**src/hw/rtl/bthin_pkg.sv**
```systemverilog
// Shared types, codes and the Zhang-Suen deletion test for the binary image thinning block.
// Depends on nothing; bthin_scan and the top level refer to it by scoped names, the checker and testbench import it.
`default_nettype none

package bthin_pkg;

  // Command opcodes.
  localparam logic [1:0] OP_WRITE = 2'd0;
  localparam logic [1:0] OP_RUN   = 2'd1;
  localparam logic [1:0] OP_READ  = 2'd2;

  // Configuration register indexes.
  localparam logic [3:0] REG_IMAGE_WIDTH  = 4'd0;
  localparam logic [3:0] REG_IMAGE_HEIGHT = 4'd1;

  // Reset value of both size registers.
  localparam logic [8:0] SIZE_RESET = 9'd256;

  // Neighbor count window of the deletion test and the iteration ceiling.
  localparam logic [3:0] ZS_MIN_NEIGHBORS = 4'd2;
  localparam logic [3:0] ZS_MAX_NEIGHBORS = 4'd6;
  localparam logic [7:0] ITER_MAX         = 8'd255;

  // Channel payloads.
  typedef struct packed {
    logic [1:0] opcode;
    logic [7:0] row;
    logic [7:0] column;
    logic       pixel_in;
  } cmd_item_t;

  typedef struct packed {
    logic       pixel_out;
    logic [7:0] iterations;
  } rsp_item_t;

  typedef struct packed {
    logic [3:0] index;
    logic [8:0] value;
  } cfg_write_t;

  // Run sequencer in the top level.
  typedef enum logic [1:0] {
    RUN_IDLE,
    RUN_PASS0,
    RUN_PASS1,
    RUN_FINISH
  } run_state_t;

  // Subpass scanner.
  typedef enum logic [1:0] {
    SC_IDLE,
    SC_ISSUE,
    SC_DRAIN
  } scan_state_t;

  // Control from the run sequencer to the scanner.
  typedef struct packed {
    logic start;
    logic pass;
  } scan_ctrl_t;

  // Status from the scanner back to the run sequencer.
  typedef struct packed {
    logic done;
    logic removed;
  } scan_stat_t;

  // Deletion test for a foreground pixel. nb[0] is the north neighbor, then clockwise.
  // second selects the rule of the second subpass.
  function automatic logic zs_delete(input logic [7:0] nb, input logic second);
    logic [3:0] cnt;
    logic [3:0] trans;
    logic       cond;
    cnt   = 4'd0;
    trans = 4'd0;
    for (int k = 0; k < 8; k++) begin
      cnt = cnt + {3'd0, nb[k]};
      if (!nb[k] && nb[3'(k + 1)]) begin
        trans = trans + 4'd1;
      end
    end
    if (second) begin
      cond = !(nb[0] & nb[2] & nb[6]) && !(nb[0] & nb[4] & nb[6]);
    end else begin
      cond = !(nb[0] & nb[2] & nb[4]) && !(nb[2] & nb[4] & nb[6]);
    end
    return (cnt >= ZS_MIN_NEIGHBORS) && (cnt <= ZS_MAX_NEIGHBORS) && (trans == 4'd1) && cond;
  endfunction

endpackage

`default_nettype wire

```
**src/hw/rtl/bthin_scan.sv**
```systemverilog
// One Zhang-Suen subpass over the pixel store: raster scan, line buffer memory and 3x3 window.
// Depends on bthin_pkg; the pixel store itself lives in the top level and is reached by ports.
`default_nettype none

module bthin_scan #(
  parameter int MAX_WIDTH  = 256,
  parameter int MAX_HEIGHT = 256
) (
  input  wire logic                                            clk,
  input  wire logic                                            rst,
  input  wire bthin_pkg::scan_ctrl_t                           ctrl,
  output      bthin_pkg::scan_stat_t                           stat,
  input  wire logic [$clog2(MAX_WIDTH + 1)-1:0]                w_eff,
  input  wire logic [$clog2(MAX_HEIGHT + 1)-1:0]               h_eff,
  output      logic                                            mem_re,
  output      logic [$clog2(MAX_HEIGHT)+$clog2(MAX_WIDTH)-1:0] mem_raddr,
  input  wire logic                                            mem_rdata,
  output      logic                                            mem_we,
  output      logic [$clog2(MAX_HEIGHT)+$clog2(MAX_WIDTH)-1:0] mem_waddr
);

  localparam int CW = $clog2(MAX_WIDTH);
  localparam int RW = $clog2(MAX_HEIGHT);
  localparam int XW = $clog2(MAX_WIDTH + 1);
  localparam int YW = $clog2(MAX_HEIGHT + 1);

  bthin_pkg::scan_state_t state, state_next;

  // Scan position: x is the column being fetched, rd_row the row fetched from the store.
  // The window center trails one column and one row behind.
  logic          pass;
  logic [XW-1:0] x;
  logic [YW-1:0] rd_row;
  logic          any;

  // Fetch stage (data returns from both memories).
  logic          b_valid;
  logic [XW-1:0] b_x;
  logic [YW-1:0] b_rd_row;
  logic          b_main_ok;
  logic          b_lb_ok;
  logic          b_lb_wr;

  // Decision stage.
  logic          c_valid;
  logic [XW-1:0] c_x;
  logic [YW-1:0] c_rd_row;

  // Window columns: bit 2 is the row above the center, bit 0 the row below.
  logic [2:0]    col_l, col_m, col_r;

  // Line buffer: per column, bit 1 holds the row above the center, bit 0 the center row.
  logic [1:0]    lbuf [0:MAX_WIDTH-1];
  logic [1:0]    lb_rdata;

  logic          issue;
  logic          x_in;
  logic          row_in;
  logic          lb_re;
  logic          main_bit;
  logic [1:0]    lb_eff;
  logic [7:0]    nb;
  logic          del;
  logic [YW-1:0] center_row;
  logic [XW-1:0] center_col;

  // Fetch addressing.
  assign issue     = (state == bthin_pkg::SC_ISSUE);
  assign x_in      = (x < w_eff);
  assign row_in    = (rd_row < h_eff);
  assign mem_re    = issue && x_in && row_in;
  assign mem_raddr = {rd_row[RW-1:0], x[CW-1:0]};
  assign lb_re     = issue && x_in;

  // Returned data, with everything outside the image forced to background.
  assign main_bit = b_main_ok & mem_rdata;
  assign lb_eff   = b_lb_ok ? lb_rdata : 2'b00;

  // Neighbors P2..P9 around the window center.
  assign nb = {col_l[2], col_l[1], col_l[0], col_m[0], col_r[0], col_r[1], col_r[2], col_m[2]};

  // Deletion decision; the store is written in place since the window holds the old values.
  assign center_row = c_rd_row - YW'(1);
  assign center_col = c_x - XW'(1);
  assign del        = c_valid && (c_x != '0) && (c_rd_row != '0) && col_m[1] &&
                      bthin_pkg::zs_delete(nb, pass);
  assign mem_we     = del;
  assign mem_waddr  = {center_row[RW-1:0], center_col[CW-1:0]};

  // State register.
  always_ff @(posedge clk) begin
    if (rst) begin
      state <= bthin_pkg::SC_IDLE;
    end else begin
      state <= state_next;
    end
  end

  // Next state, done strobe and removal status.
  always_comb begin
    state_next   = state;
    stat.done    = 1'b0;
    stat.removed = any;
    unique case (state)
      bthin_pkg::SC_IDLE: begin
        state_next = bthin_pkg::SC_IDLE;
      end
      bthin_pkg::SC_ISSUE: begin
        if ((x == w_eff) && (rd_row == h_eff)) begin
          state_next = bthin_pkg::SC_DRAIN;
        end
      end
      bthin_pkg::SC_DRAIN: begin
        if (!b_valid && !c_valid) begin
          stat.done  = 1'b1;
          state_next = bthin_pkg::SC_IDLE;
        end
      end
      default: begin
        state_next = bthin_pkg::SC_IDLE;
      end
    endcase
    if (ctrl.start) begin
      state_next = bthin_pkg::SC_ISSUE;
    end
  end

  // Scan counters, removal flag and pipeline valids.
  always_ff @(posedge clk) begin
    if (rst) begin
      pass    <= 1'b0;
      x       <= '0;
      rd_row  <= '0;
      any     <= 1'b0;
      b_valid <= 1'b0;
      c_valid <= 1'b0;
    end else begin
      b_valid <= issue;
      c_valid <= b_valid;
      if (ctrl.start) begin
        pass   <= ctrl.pass;
        x      <= '0;
        rd_row <= '0;
        any    <= 1'b0;
      end else begin
        if (issue) begin
          if (x == w_eff) begin
            x      <= '0;
            rd_row <= rd_row + YW'(1);
          end else begin
            x <= x + XW'(1);
          end
        end
        if (del) begin
          any <= 1'b1;
        end
      end
    end
  end

  // Pipeline payload and window shift.
  always_ff @(posedge clk) begin
    b_x       <= x;
    b_rd_row  <= rd_row;
    b_main_ok <= x_in && row_in;
    b_lb_ok   <= x_in && (rd_row != '0);
    b_lb_wr   <= x_in;
    c_x       <= b_x;
    c_rd_row  <= b_rd_row;
    if (b_valid) begin
      if (b_x == '0) begin
        col_l <= 3'b000;
        col_m <= 3'b000;
      end else begin
        col_l <= col_m;
        col_m <= col_r;
      end
      col_r <= {lb_eff[1], lb_eff[0], main_bit};
    end
  end

  // Line buffer memory: read at the fetch column, rolled down one row on return.
  always_ff @(posedge clk) begin
    if (lb_re) begin
      lb_rdata <= lbuf[x[CW-1:0]];
    end
    if (b_valid && b_lb_wr) begin
      lbuf[b_x[CW-1:0]] <= {lb_eff[0], main_bit};
    end
  end

endmodule

`default_nettype wire

```
**config.mk**
```make
export PLATFORM = sky130hd
export DESIGN_NAME = bthin_scan
export DESIGN_NICKNAME = d
export VERILOG_FILES = /design/src/hw/rtl/bthin_pkg.sv /design/src/hw/rtl/bthin_scan.sv
export SDC_FILE = /design/constraint.sdc
export NUM_CORES = 1
export LEC_CHECK = 0
export BUFFER_PORTS_ARGS = -buffer_cell sky130_fd_sc_hd__buf_2
export CORE_AREA = 2 2 195 197
export CTS_CLUSTER_SIZE = 20
export DETAILED_ROUTE_END_ITERATION = 6
export DIE_AREA = 0 0 197 199
export PLACE_DENSITY = 0.86
export SYNTH_ARGS = -nofsm -noshare
export SYNTH_HDL_FRONTEND = slang
export SYNTH_SLANG_ARGS = --single-unit
```
**constraint.sdc**
```tcl
create_clock -name clk -period 12.65 [get_ports clk]
set_clock_uncertainty 0.2 [all_clocks]
set_input_delay 1.265 -clock clk [delete_from_list [all_inputs] [get_ports clk]]
set_output_delay 1.265 -clock clk [all_outputs]
set_load 0.02 [all_outputs]
```
# After elaboration in Yosys (flattened, before gate mapping)
# Memories as Yosys holds them, arrays and structs flattened. A register that Yosys moved wholly into a read port is not among the register bits.
# Cells that the tools add are included.
dict set report word_totals {
  register_bits 72
  ram_bits 512
  in_bits 23
  out_inout_bits 36
  elab_cells 108
  memories 1
}
dict set report classes {
  add_sub_neg 14
  magnitude_cmp 4
  n_eq_ne 9
  n_mux 15
  bitwise 8
  reduce_logical 38
}
# memory depth word_bits read_ports rd_ports_with_merged_regs write_ports line_no
set memory_table {}
lappend memory_table {lbuf 256 2 1 1 1 bthin_scan.sv:53} ;# logic [1:0] lbuf [0:MAX_WIDTH-1];
# op n
set ops {}
lappend ops {{9-bit nonzero test} 3}
lappend ops {{1-bit logical AND} 20}
lappend ops {{9-bit by 1-bit adder with 9-bit output (second input constant)} 2}
lappend ops {{9-bit == test} 2}
lappend ops {{9-bit less-than comparator} 2}
lappend ops {{4-bit by 1-bit adder with 4-bit output} 4}
lappend ops {{8-bit by 1-bit subtractor with 8-bit output (second input constant)} 2}
lappend ops {{4-bit by 1-bit adder with 4-bit output (second input constant)} 3}
lappend ops {{4-bit two-way mux} 3}
lappend ops {{1-bit logical NOT} 10}
lappend ops {{9-bit logical NOT} 1}
lappend ops {{9-bit two-way mux} 1}
lappend ops {{1-bit AND} 8}
lappend ops {{1-bit two-way mux} 8}
lappend ops {{2-bit AND reduction} 3}
lappend ops {{3-bit by 1-bit adder with 4-bit output} 1}
lappend ops {{4-bit by 1-bit == test with 1-bit output (second input constant)} 1}
lappend ops {{4-bit by 2-bit >= comparator with 1-bit output (second input constant)} 1}
lappend ops {{4-bit by 3-bit less-or-equal comparator with 1-bit output (second input constant)} 1}
lappend ops {{2-bit two-way mux} 2}
lappend ops {{2-bit case mux with 2 select lines} 1}
lappend ops {{2-bit by 1-bit adder with 3-bit output} 1}
lappend ops {{3-bit by 2-bit != test with 1-bit output (second input constant)} 1}
lappend ops {{3-bit != test (second input constant)} 1}
lappend ops {{6 further kinds} 6}

# Depth between registers and ports, before layout
# Gate-level depths: netlist of run 1.
dict set report depth {
  depth_word 13
  mapped_depth 13
  depth_no_buf 13
}

# Worst setup path before layout of run 1
# Ideal clock, no wire load.
dict set report synth_timing {
  kind {input port to flip-flop}
  from {in mem_rdata}
  to {reg col_r[0] (data pin)}
  setup_ps 871
  arrival_time_ps 4522
  t_required_ps 11579
  slack_ps 7058
  stages 1
  n_path_buf 0
  cell_sequence {and2_1}
}
dict set report synth_via {
  elab_chain_cells 1
}
# item line_no
set synth_rtl {}
lappend synth_rtl {{start: declaration} bthin_scan.sv:17} ;# input wire logic mem_rdata,
lappend synth_rtl {{1-bit AND} bthin_scan.sv:76} ;# assign main_bit = b_main_ok & mem_rdata;
lappend synth_rtl {{end signal: assignment} bthin_scan.sv:178} ;# col_r <= {lb_eff[1], lb_eff[0], main_bit};
lappend synth_rtl {{end: declaration} bthin_scan.sv:50} ;# logic [2:0] col_l, col_m, col_r;
# Every way passes these cells.
# A chain may end at the register's enable or synchronous reset.

# Final worst setup path of run 1
dict set report layout_timing {
  from {reg col_m[0]}
  to {out mem_we}
}
dict set report layout_via {
  elab_chain_cells 9
  word_cells_on_any_way 21
  cone_classes {add/sub (4); order compare (2); mux (1); bitwise (5); reduce/logical (9)}
}
# item line_no
set layout_rtl {}
lappend layout_rtl {{start: declaration} bthin_scan.sv:50}
lappend layout_rtl {{start signal: assignment} bthin_scan.sv:176} ;# col_m <= col_r;
lappend layout_rtl {{4-bit by 1-bit adder with 4-bit output (4 in a row)} bthin_pkg.sv:78} ;# cnt = cnt + {3'd0, nb[k]};
lappend layout_rtl {{4-bit by 2-bit >= comparator with 1-bit output or 4-bit by 3-bit less-or-equal comparator with 1-bit output (tied branches)} bthin_pkg.sv:88} ;# return (cnt >= ZS_MIN_NEIGHBORS) && (cnt <= ZS_MAX_NEIGHBORS) && (trans == 4'd1) && cond;
lappend layout_rtl {{1-bit logical AND (2 in a row)} bthin_pkg.sv:88}
lappend layout_rtl {{1-bit logical AND (*)} bthin_pkg.sv:88}
lappend layout_rtl {{1-bit logical AND (*)} bthin_scan.sv:85} ;# assign del = c_valid && (c_x != '0) && (c_rd_row != '0) && col_m[1] &&
lappend layout_rtl {{end: declaration} bthin_scan.sv:18} ;# output logic mem_we,
# Mark *: on every way between the ends. The rest lies on a longest branch, timed or not.

==> results of run 1 <==
-- cell usage after synthesis (12+ instances only) --
cell,number
mux4_2,86
edfxtp_1,523
nand3_1,34
ha_1,28
nand2_1,66
o21ai_0,12
nor3_1,15
mux4_1,19
mux2i_1,60
nor2b_1,17
clkbuf_1,42
inv_1,44
dfxtp_1,63
buf_6,12
xor2_1,15
xnor2_1,12
buf_4,25
nor2_1,313
a22oi_1,22
a21oi_1,26
-- path summary, 6_finish.rpt --
path | to | from | slack (ps) | cells after the start
hold / removal | c_rd_row[8] | b_rd_row[8] | 130 | 0
setup reg to reg | lb_rdata[1] | x[0] | 7830 | 9
setup / recovery | mem_we | col_m[0] | 6570 | 13
hold reg to reg | c_rd_row[8] | b_rd_row[8] | 130 | 0
-- registers in the layout, summed over array words and instances, names as in the netlist --
signal / flops
rd_row: 9
pass: 1
c_x: 9
b_x: 9
b_rd_row: 9
col_l: 3
lb_rdata: 2
state: 2
x: 9
lbuf: 512
b_lb_ok: 1
any: 1
col_m: 3
b_main_ok: 1
b_lb_wr: 1
c_rd_row: 9
c_valid: 1
b_valid: 1
col_r: 3
-- per-layer routing --
layer	wire, um	GRT usage	vias up
li1	-	-	6047
met2	27300	0.479	1119
met1	20200	0.399	7038
met4	3050	0.153	0
met5	0	0	-
met3	7610	0.0787	227
-- stage by stage --
| stage | worst slack [ps] | utilization | hold slack [ps] |
|---|---|---|---|
| 5_1_grt | 6410 | 0.716 | 136 |
| 4_1_cts | 6570 | 0.716 | 127 |
| 3_3_place_gp | 7360 | 0.672 | 111 |
| 2_1_floorplan | 7060 | - | 110 |
| 6_report | 6570 | 0.716 | 127 |
| 3_5_place_dp | 7210 | 0.672 | 115 |
-- layout make-up --
class	instances	area (um2)
clock buffer	67	1450
clock inverter	29	178
fill	2102	10500
inverter	46	173
multi-input combinational	845	6730
sequential	586	17000
tap	474	593
timing repair buffer	84	485
-- where the power goes --
part           leakage (uW)  internal, uW  total [uW]  switching [uW]
clock              0.000814           832        1520             684
combinational       0.00237          33.9        84.7            50.7
sequential          0.00551          2090        2100            6.04
-- cell usage in the layout, fill, tap and decap left out, types with 5 or more instances in the layout --
master and n:
a211oi_1 5, a21oi_1 26, a22oi_1 22, and2_1 5, buf_2 58, buf_4 26
clkbuf_1 9, clkbuf_16 55, clkinv_1 11, clkinv_2 14, dfxtp_1 60, edfxtp_1 523
ha_1 28, inv_1 45, mux2i_1 60, mux4_1 19, mux4_2 86, nand2_1 66
nand2b_1 6, nand3_1 34, nand4_1 7, nor2_1 313, nor2b_1 17, nor3_1 15
nor4_1 6, o211ai_1 6, o21ai_0 12, o221ai_1 11, xnor2_1 12, xor2_1 15
-- worst max-delay path: cells and delay by family, from the launching register on --
family | cells | cell delay, ps
adder cells (fa/ha/maj) | 5 | 2040
AND/OR/NAND/NOR | 3 | 730
buffers and inverters | 4 | 480
flip-flops | 1 | 420
AO/OA/AOI/OAI | 1 | 360
-- cell families after synthesis --
kind of cell             count (synthesis)  share of synthesized area
AO/OA/AOI/OAI                          123                     0.0360
flip-flops                             586                      0.692
multiplexers                           165                      0.124
AND/OR/NAND/NOR                        498                     0.0873
buffers and inverters                  148                     0.0343
adder cells (fa/ha/maj)                 32                     0.0175
XOR/XNOR                                27                    0.00964
==> metrics.yaml, run 1 <==
cts:
  cts_tree: "yes"
  clk_pin_slew_ps: 60
  cts_buffers: 54
  clkSinkCount: 586
  cts.hold.buffers_added: 0
  cts.htree.levels: 2
  cts_root_buf: "clkbuf_16"
  clock_latency_ps: 590
  ctsResizeCount: 0
  postCtsSetupBuffers: 0
  cts_buffer_depth: 3
synthesis:
  ys_seq_area_frac: 0.692
  synth_area_leaders: "edfxtp_1, mux4_2, dfxtp_1"
  yosys_register_bits: 586
  ys_types: 69
  synth_edf_count: 523
  synthFlopType: "edfxtp_1"
  synth_top_area_cell: "edfxtp_1"
  ys_warn_count: 0
  yosysTopAreaCellShare: 0.640
  synth_area_mm2: 0.0245
  synth_area_per_cell_um2: 15.5
  ys_async_sr_fraction: 0
  netlist_instances: 1579
  synth_nets: 1634
floorplanning:
  core_mm2: 0.0371
  die_w_um: 197
  die_h_um: 199
  die_area_mm2: 0.0392
  row_count: 71
  pin_count: 59
  initial_core_util: 0.661
worst_setup_path:
  required_ps: 11180
  cp_common_cell: "fa_1"
  cp_slowest_cell: "or4_1"
  worstPathArrival_ps: 4620
  cpPeakStageDelay_ps: 510
  path_cells: "inv_1 -> fa_1 -> fa_1 -> fa_1 -> inv_1 -> ha_1 -> inv_1 -> fa_1 -> nand3b_1 -> nand4_1 -> or4_1 -> a221oi_1 -> buf_2"
  critPathMaxFanout: 4
  cp-start-kind: "flop"
  path_class: "reg2out"
  end_kind: "output pin"
power_and_ir_drop:
  p_leak_uw: 0.00870
  vdd_ir_drop_max_uv: 106
  finalPower_uw: 3700
  p_per_area_mw_per_mm2: 139
routing:
  avgViaCountPerCell: 6.77
  first_pass_iters: 6
  vias: 14400
  drt_iter0_markers: 2136
  drc: 0
  ant_nets: 0
  wl_per_cell_um: 27.3
  finalWirelength_um: 58200
layout:
  antenna_cells: 0
  syn_to_final_growth_pct: 8.37
  drive_gt1_frac: 0.157
  instances_no_fill: 2131
  stdcell_area_mm2: 0.0266
  fin_nets: 1672
sta:
  setup_viol: 0
  drv_slew: 0
  max_freq_mhz: 164
  rsz0062_at_grt: "false"
  period_minus_slack_ps: 6080
  hold_viol: 0
  relSlewSlack: 0.100
  final.setup.tns_ps: 0
  min_period_over_period: 0.481
  tightest_slew_ps: 1350
grt:
  grt_start_max_net_pins: 132
  grt_usage: 0.304
  antenna_found_initial: 0
  grt_pass1_wl_um: 86800
  first_global_vias: 14500
  grt_remaining_overflow: 0
min_path:
  hold_path.class: "reg2reg"
place:
  place_inst: 2035
  gp_congestion: 0.831
  place_area_mm2: 0.0250
  place_hpwl_um: 32700
  port_buffers: 58
flow_run:
  drv_cap: 0
status:
  outcome: "completed"
(Power assumes the default switching activity.)
==> inputs of run 2 (changes only) <==
--- a/config.mk
+++ b/config.mk
@@ -6,11 +6,11 @@
 export NUM_CORES = 1
 export LEC_CHECK = 0
 export BUFFER_PORTS_ARGS = -buffer_cell sky130_fd_sc_hd__buf_2
-export CORE_AREA = 2 2 195 197
+export CORE_AREA = 2 2 213 215
 export CTS_CLUSTER_SIZE = 20
 export DETAILED_ROUTE_END_ITERATION = 6
-export DIE_AREA = 0 0 197 199
-export PLACE_DENSITY = 0.86
+export DIE_AREA = 0 0 215 217
+export PLACE_DENSITY = 0.77
 export SYNTH_ARGS = -nofsm -noshare
 export SYNTH_HDL_FRONTEND = slang
 export SYNTH_SLANG_ARGS = --single-unit
==> constraint.sdc (replaced) <==
create_clock -name clk -period 5.04 [get_ports clk]
set_clock_uncertainty 0.2 [all_clocks]
set_input_delay 0.504 -clock clk [delete_from_list [all_inputs] [get_ports clk]]
set_output_delay 0.504 -clock clk [all_outputs]
set_load 0.02 [all_outputs]
==> run 2 against run 1 <==
The run now ends with negative setup slack left. Hold slack lost 1.4 ps. Design area grew 1.6%. Core utilization is 11 points lower. Count of clock-buffer cells in the layout rose by 3. Clock power rose to 2.6 times the previous value. Critical path type unchanged.
==> metrics.yaml, run 2 (same netlist as run 1, synthesis figures left out) <==
place:
  pre_cts_ws_ps: 318  # -6890 ps
  place_hpwl_um: 33600  # +2.5%
  port_buffers: 58  # unchanged
  gp_congestion: 0.828  # -0.42%
  place_inst: 2164  # +6.3%
grt:
  antenna_found_initial: 0  # unchanged
  busiest_layer: "met2"
  grt_remaining_overflow: 0  # unchanged
  grt_usage: 0.245  # -0.0592
  use_met1: 0.329  # -0.0705
  grt_start_max_net_pins: 134  # +1.5%
  grt_pass1_wl_um: 85300  # -1.7%
  use_met2: 0.399  # -0.0798
  use_met3: 0.0475  # -0.0312
  first_global_vias: 14200  # -2.4%
floorplanning:
  initial_core_util: 0.549  # -0.112
  die_h_um: 217  # +9.0%
  row_count: 78  # +9.9%
  die_w_um: 215  # +9.1%
  core_mm2: 0.0447  # +20%
  pin_count: 59  # unchanged
  die_area_mm2: 0.0467  # +19%
routing:
  wl_per_cell_um: 24.8  # -9.3%
  vias: 14100  # -2.5%
  finalWirelength_um: 56300  # -3.2%
  drc: 0  # unchanged
  avgViaCountPerCell: 6.19  # -8.7%
  drt_iter0_markers: 1794  # -16%
  first_pass_iters: 7  # +1
  ant_nets: 0  # unchanged
power_and_ir_drop:
  p_per_area_mw_per_mm2: 349  # +150%
  vdd_ir_drop_max_uv: 236  # +120%
  p_leak_uw: 0.00884  # +1.6%
layout:
  drive_gt1_frac: 0.165  # +0.00796
  instances_no_fill: 2274  # +6.7%
  final_util: 0.604  # -0.112
  final_common_cell: "edfxtp_1"
  fillCellCount: 3191  # +52%
  syn_to_final_growth_pct: 10.1
  ff_latch_area_mm2: 0.0170  # unchanged
  antenna_cells: 0  # unchanged
  multi_input_area_mm2: 0.00678  # +0.65%
  final_cell_mix: "edfxtp_1, nor2_1, mux4_2, nand2_1"
  largest_reg_flops: 512  # unchanged
  fin_nets: 1683  # +0.66%
cts:
  cts_tree: "yes"
  cts_buffers: 55  # +1.9%
  clock_latency_ps: 620  # +30 ps
  clkSinkCount: 586  # unchanged
  cts_root_buf: "clkbuf_16"
  clk_pin_slew_ps: 60  # about the same
  cts_buffer_depth: 3  # unchanged
  cts.htree.levels: 2  # unchanged
sta:
  drv_slew: 0  # unchanged
  hold_viol: 0  # unchanged
  hold_slack_ps: 125  # -1.38 ps
  fin_ws_ps: -67.4  # -6630 ps
  tightest_slew_ps: 1300  # -41.3 ps
  relSlewSlack: 0.128  # +0.0276
  min_period_over_period: 1.01
  period_minus_slack_ps: 5110
  setup_viol: 1  # +1
  rsz0062_at_grt: "true"
  max_freq_mhz: 196
worst_setup_path:
  rr_endpoint: "any"
  required_ps: 4340  # -6840 ps
  r2r_cells: 13  # +4
  rrSetupSlack_ps: 990  # -6840 ps
  end_kind: "output pin"
  worstPathArrival_ps: 4400  # -220 ps
  cp_slowest_cell: "or4_4"
  cp_common_cell: "fa_1"
  path_cells: "inv_2 -> fa_1 -> fa_1 -> fa_1 -> inv_1 -> ha_2 -> inv_2 -> fa_1 -> nand3b_1 -> nand4_1 -> or4_4 -> a221oi_4 -> buf_6"
  cpPeakStageDelay_ps: 540  # +30 ps
  path_class: "reg2out"
  critPathMaxFanout: 2  # -2
  rr_startpoint: "col_m[0]"
  cp-start-kind: "flop"
status:
  outcome: "finished with violations"
  violations: "negative setup slack"
min_path:
  hold_start: "b_rd_row[8]"
  holdPathStages: 0  # unchanged
  hold_end: "c_rd_row[8]"
  hold_path.class: "reg2reg"
flow_run:
  drv_cap: 0  # unchanged
run 2: cell count changes in the layout (fill, tap and decap cells not counted), moves of 3 or more:
cell	previous run	this run
buf_4	26	29
nand3_1	34	30
buf_12	0	4
clkinv_2	14	7
dlygate4sd3_1	0	3
inv_2	1	4
nand3_2	0	4
clkinv_1	11	19
inv_1	45	41
run 2: per-stage QoR:
step	area [um2]	TNS (ps)	power (uW)
global route	27000	-213	9680
detailed placement	25200	0	5590
CTS	27000	-144	9470
global placement	25200	0	5580
floorplan	24500	0	5540
finish	27000	-67.4	9430
run 2: routing by layer:
| metal | up-vias | share of wire |
|---|---|---|
| li1 | 6085 | - |
| met1 | 7091 | 0.38 |
| met2 | 761 | 0.49 |
| met3 | 130 | 0.098 |
| met4 | 0 | 0.036 |
| met5 | - | 0 |
run 2: worst max-delay path, delay by kind of cell (launching register included):
family	cells	cell delay (ps)
simple gates	3	790
buf+inv	4	370
fa+ha+maj	5	1990
flops	1	410
compound gates	1	240
run 2: timing repair:
action	4_1_cts	5_1_grt
resized for setup	4	5
hold endpoints to repair	4	0
hold buffers	3	0
pin swaps	1	3
setup buffers	3	1
endpoints found under the setup margin	1	1
run 2: how the worst max path moves through the flow:
| stage | slack [ps] | startpoint | cells past startpoint | to |
|---|---|---|---|---|
| floorplan | 210 | mem_rdata | 1 | col_r[0] |
| global placement | 490 | col_m[0] | 13 | mem_we |
| detailed placement | 320 | col_m[0] | 13 | mem_we |
| CTS | -140 | col_l[1] | 13 | mem_we |
| global route | -210 | col_m[0] | 13 | mem_we |
| finish | -70 | col_m[0] | 13 | mem_we |
run 2: where the power goes:
| group | leakage (uW) | total (uW) | internal [uW] | switching, uW |
|---|---|---|---|---|
| combinational | 0.00247 | 226 | 93.4 | 133 |
| clock | 0.000830 | 3940 | 2190 | 1750 |
| sequential | 0.00554 | 5270 | 5250 | 12.9 |
| total | 0.00884 | 9430 | 7540 | 1890 |
run 2: area by class of cell:
class / count / area share
inverter: 46 / 0.00639
clock inverter: 33 / 0.00801
multi-input combinational: 845 / 0.251
timing repair buffer: 94 / 0.0231
sequential: 586 / 0.628
clock buffer: 70 / 0.0553
tap: 600 / 0.0278
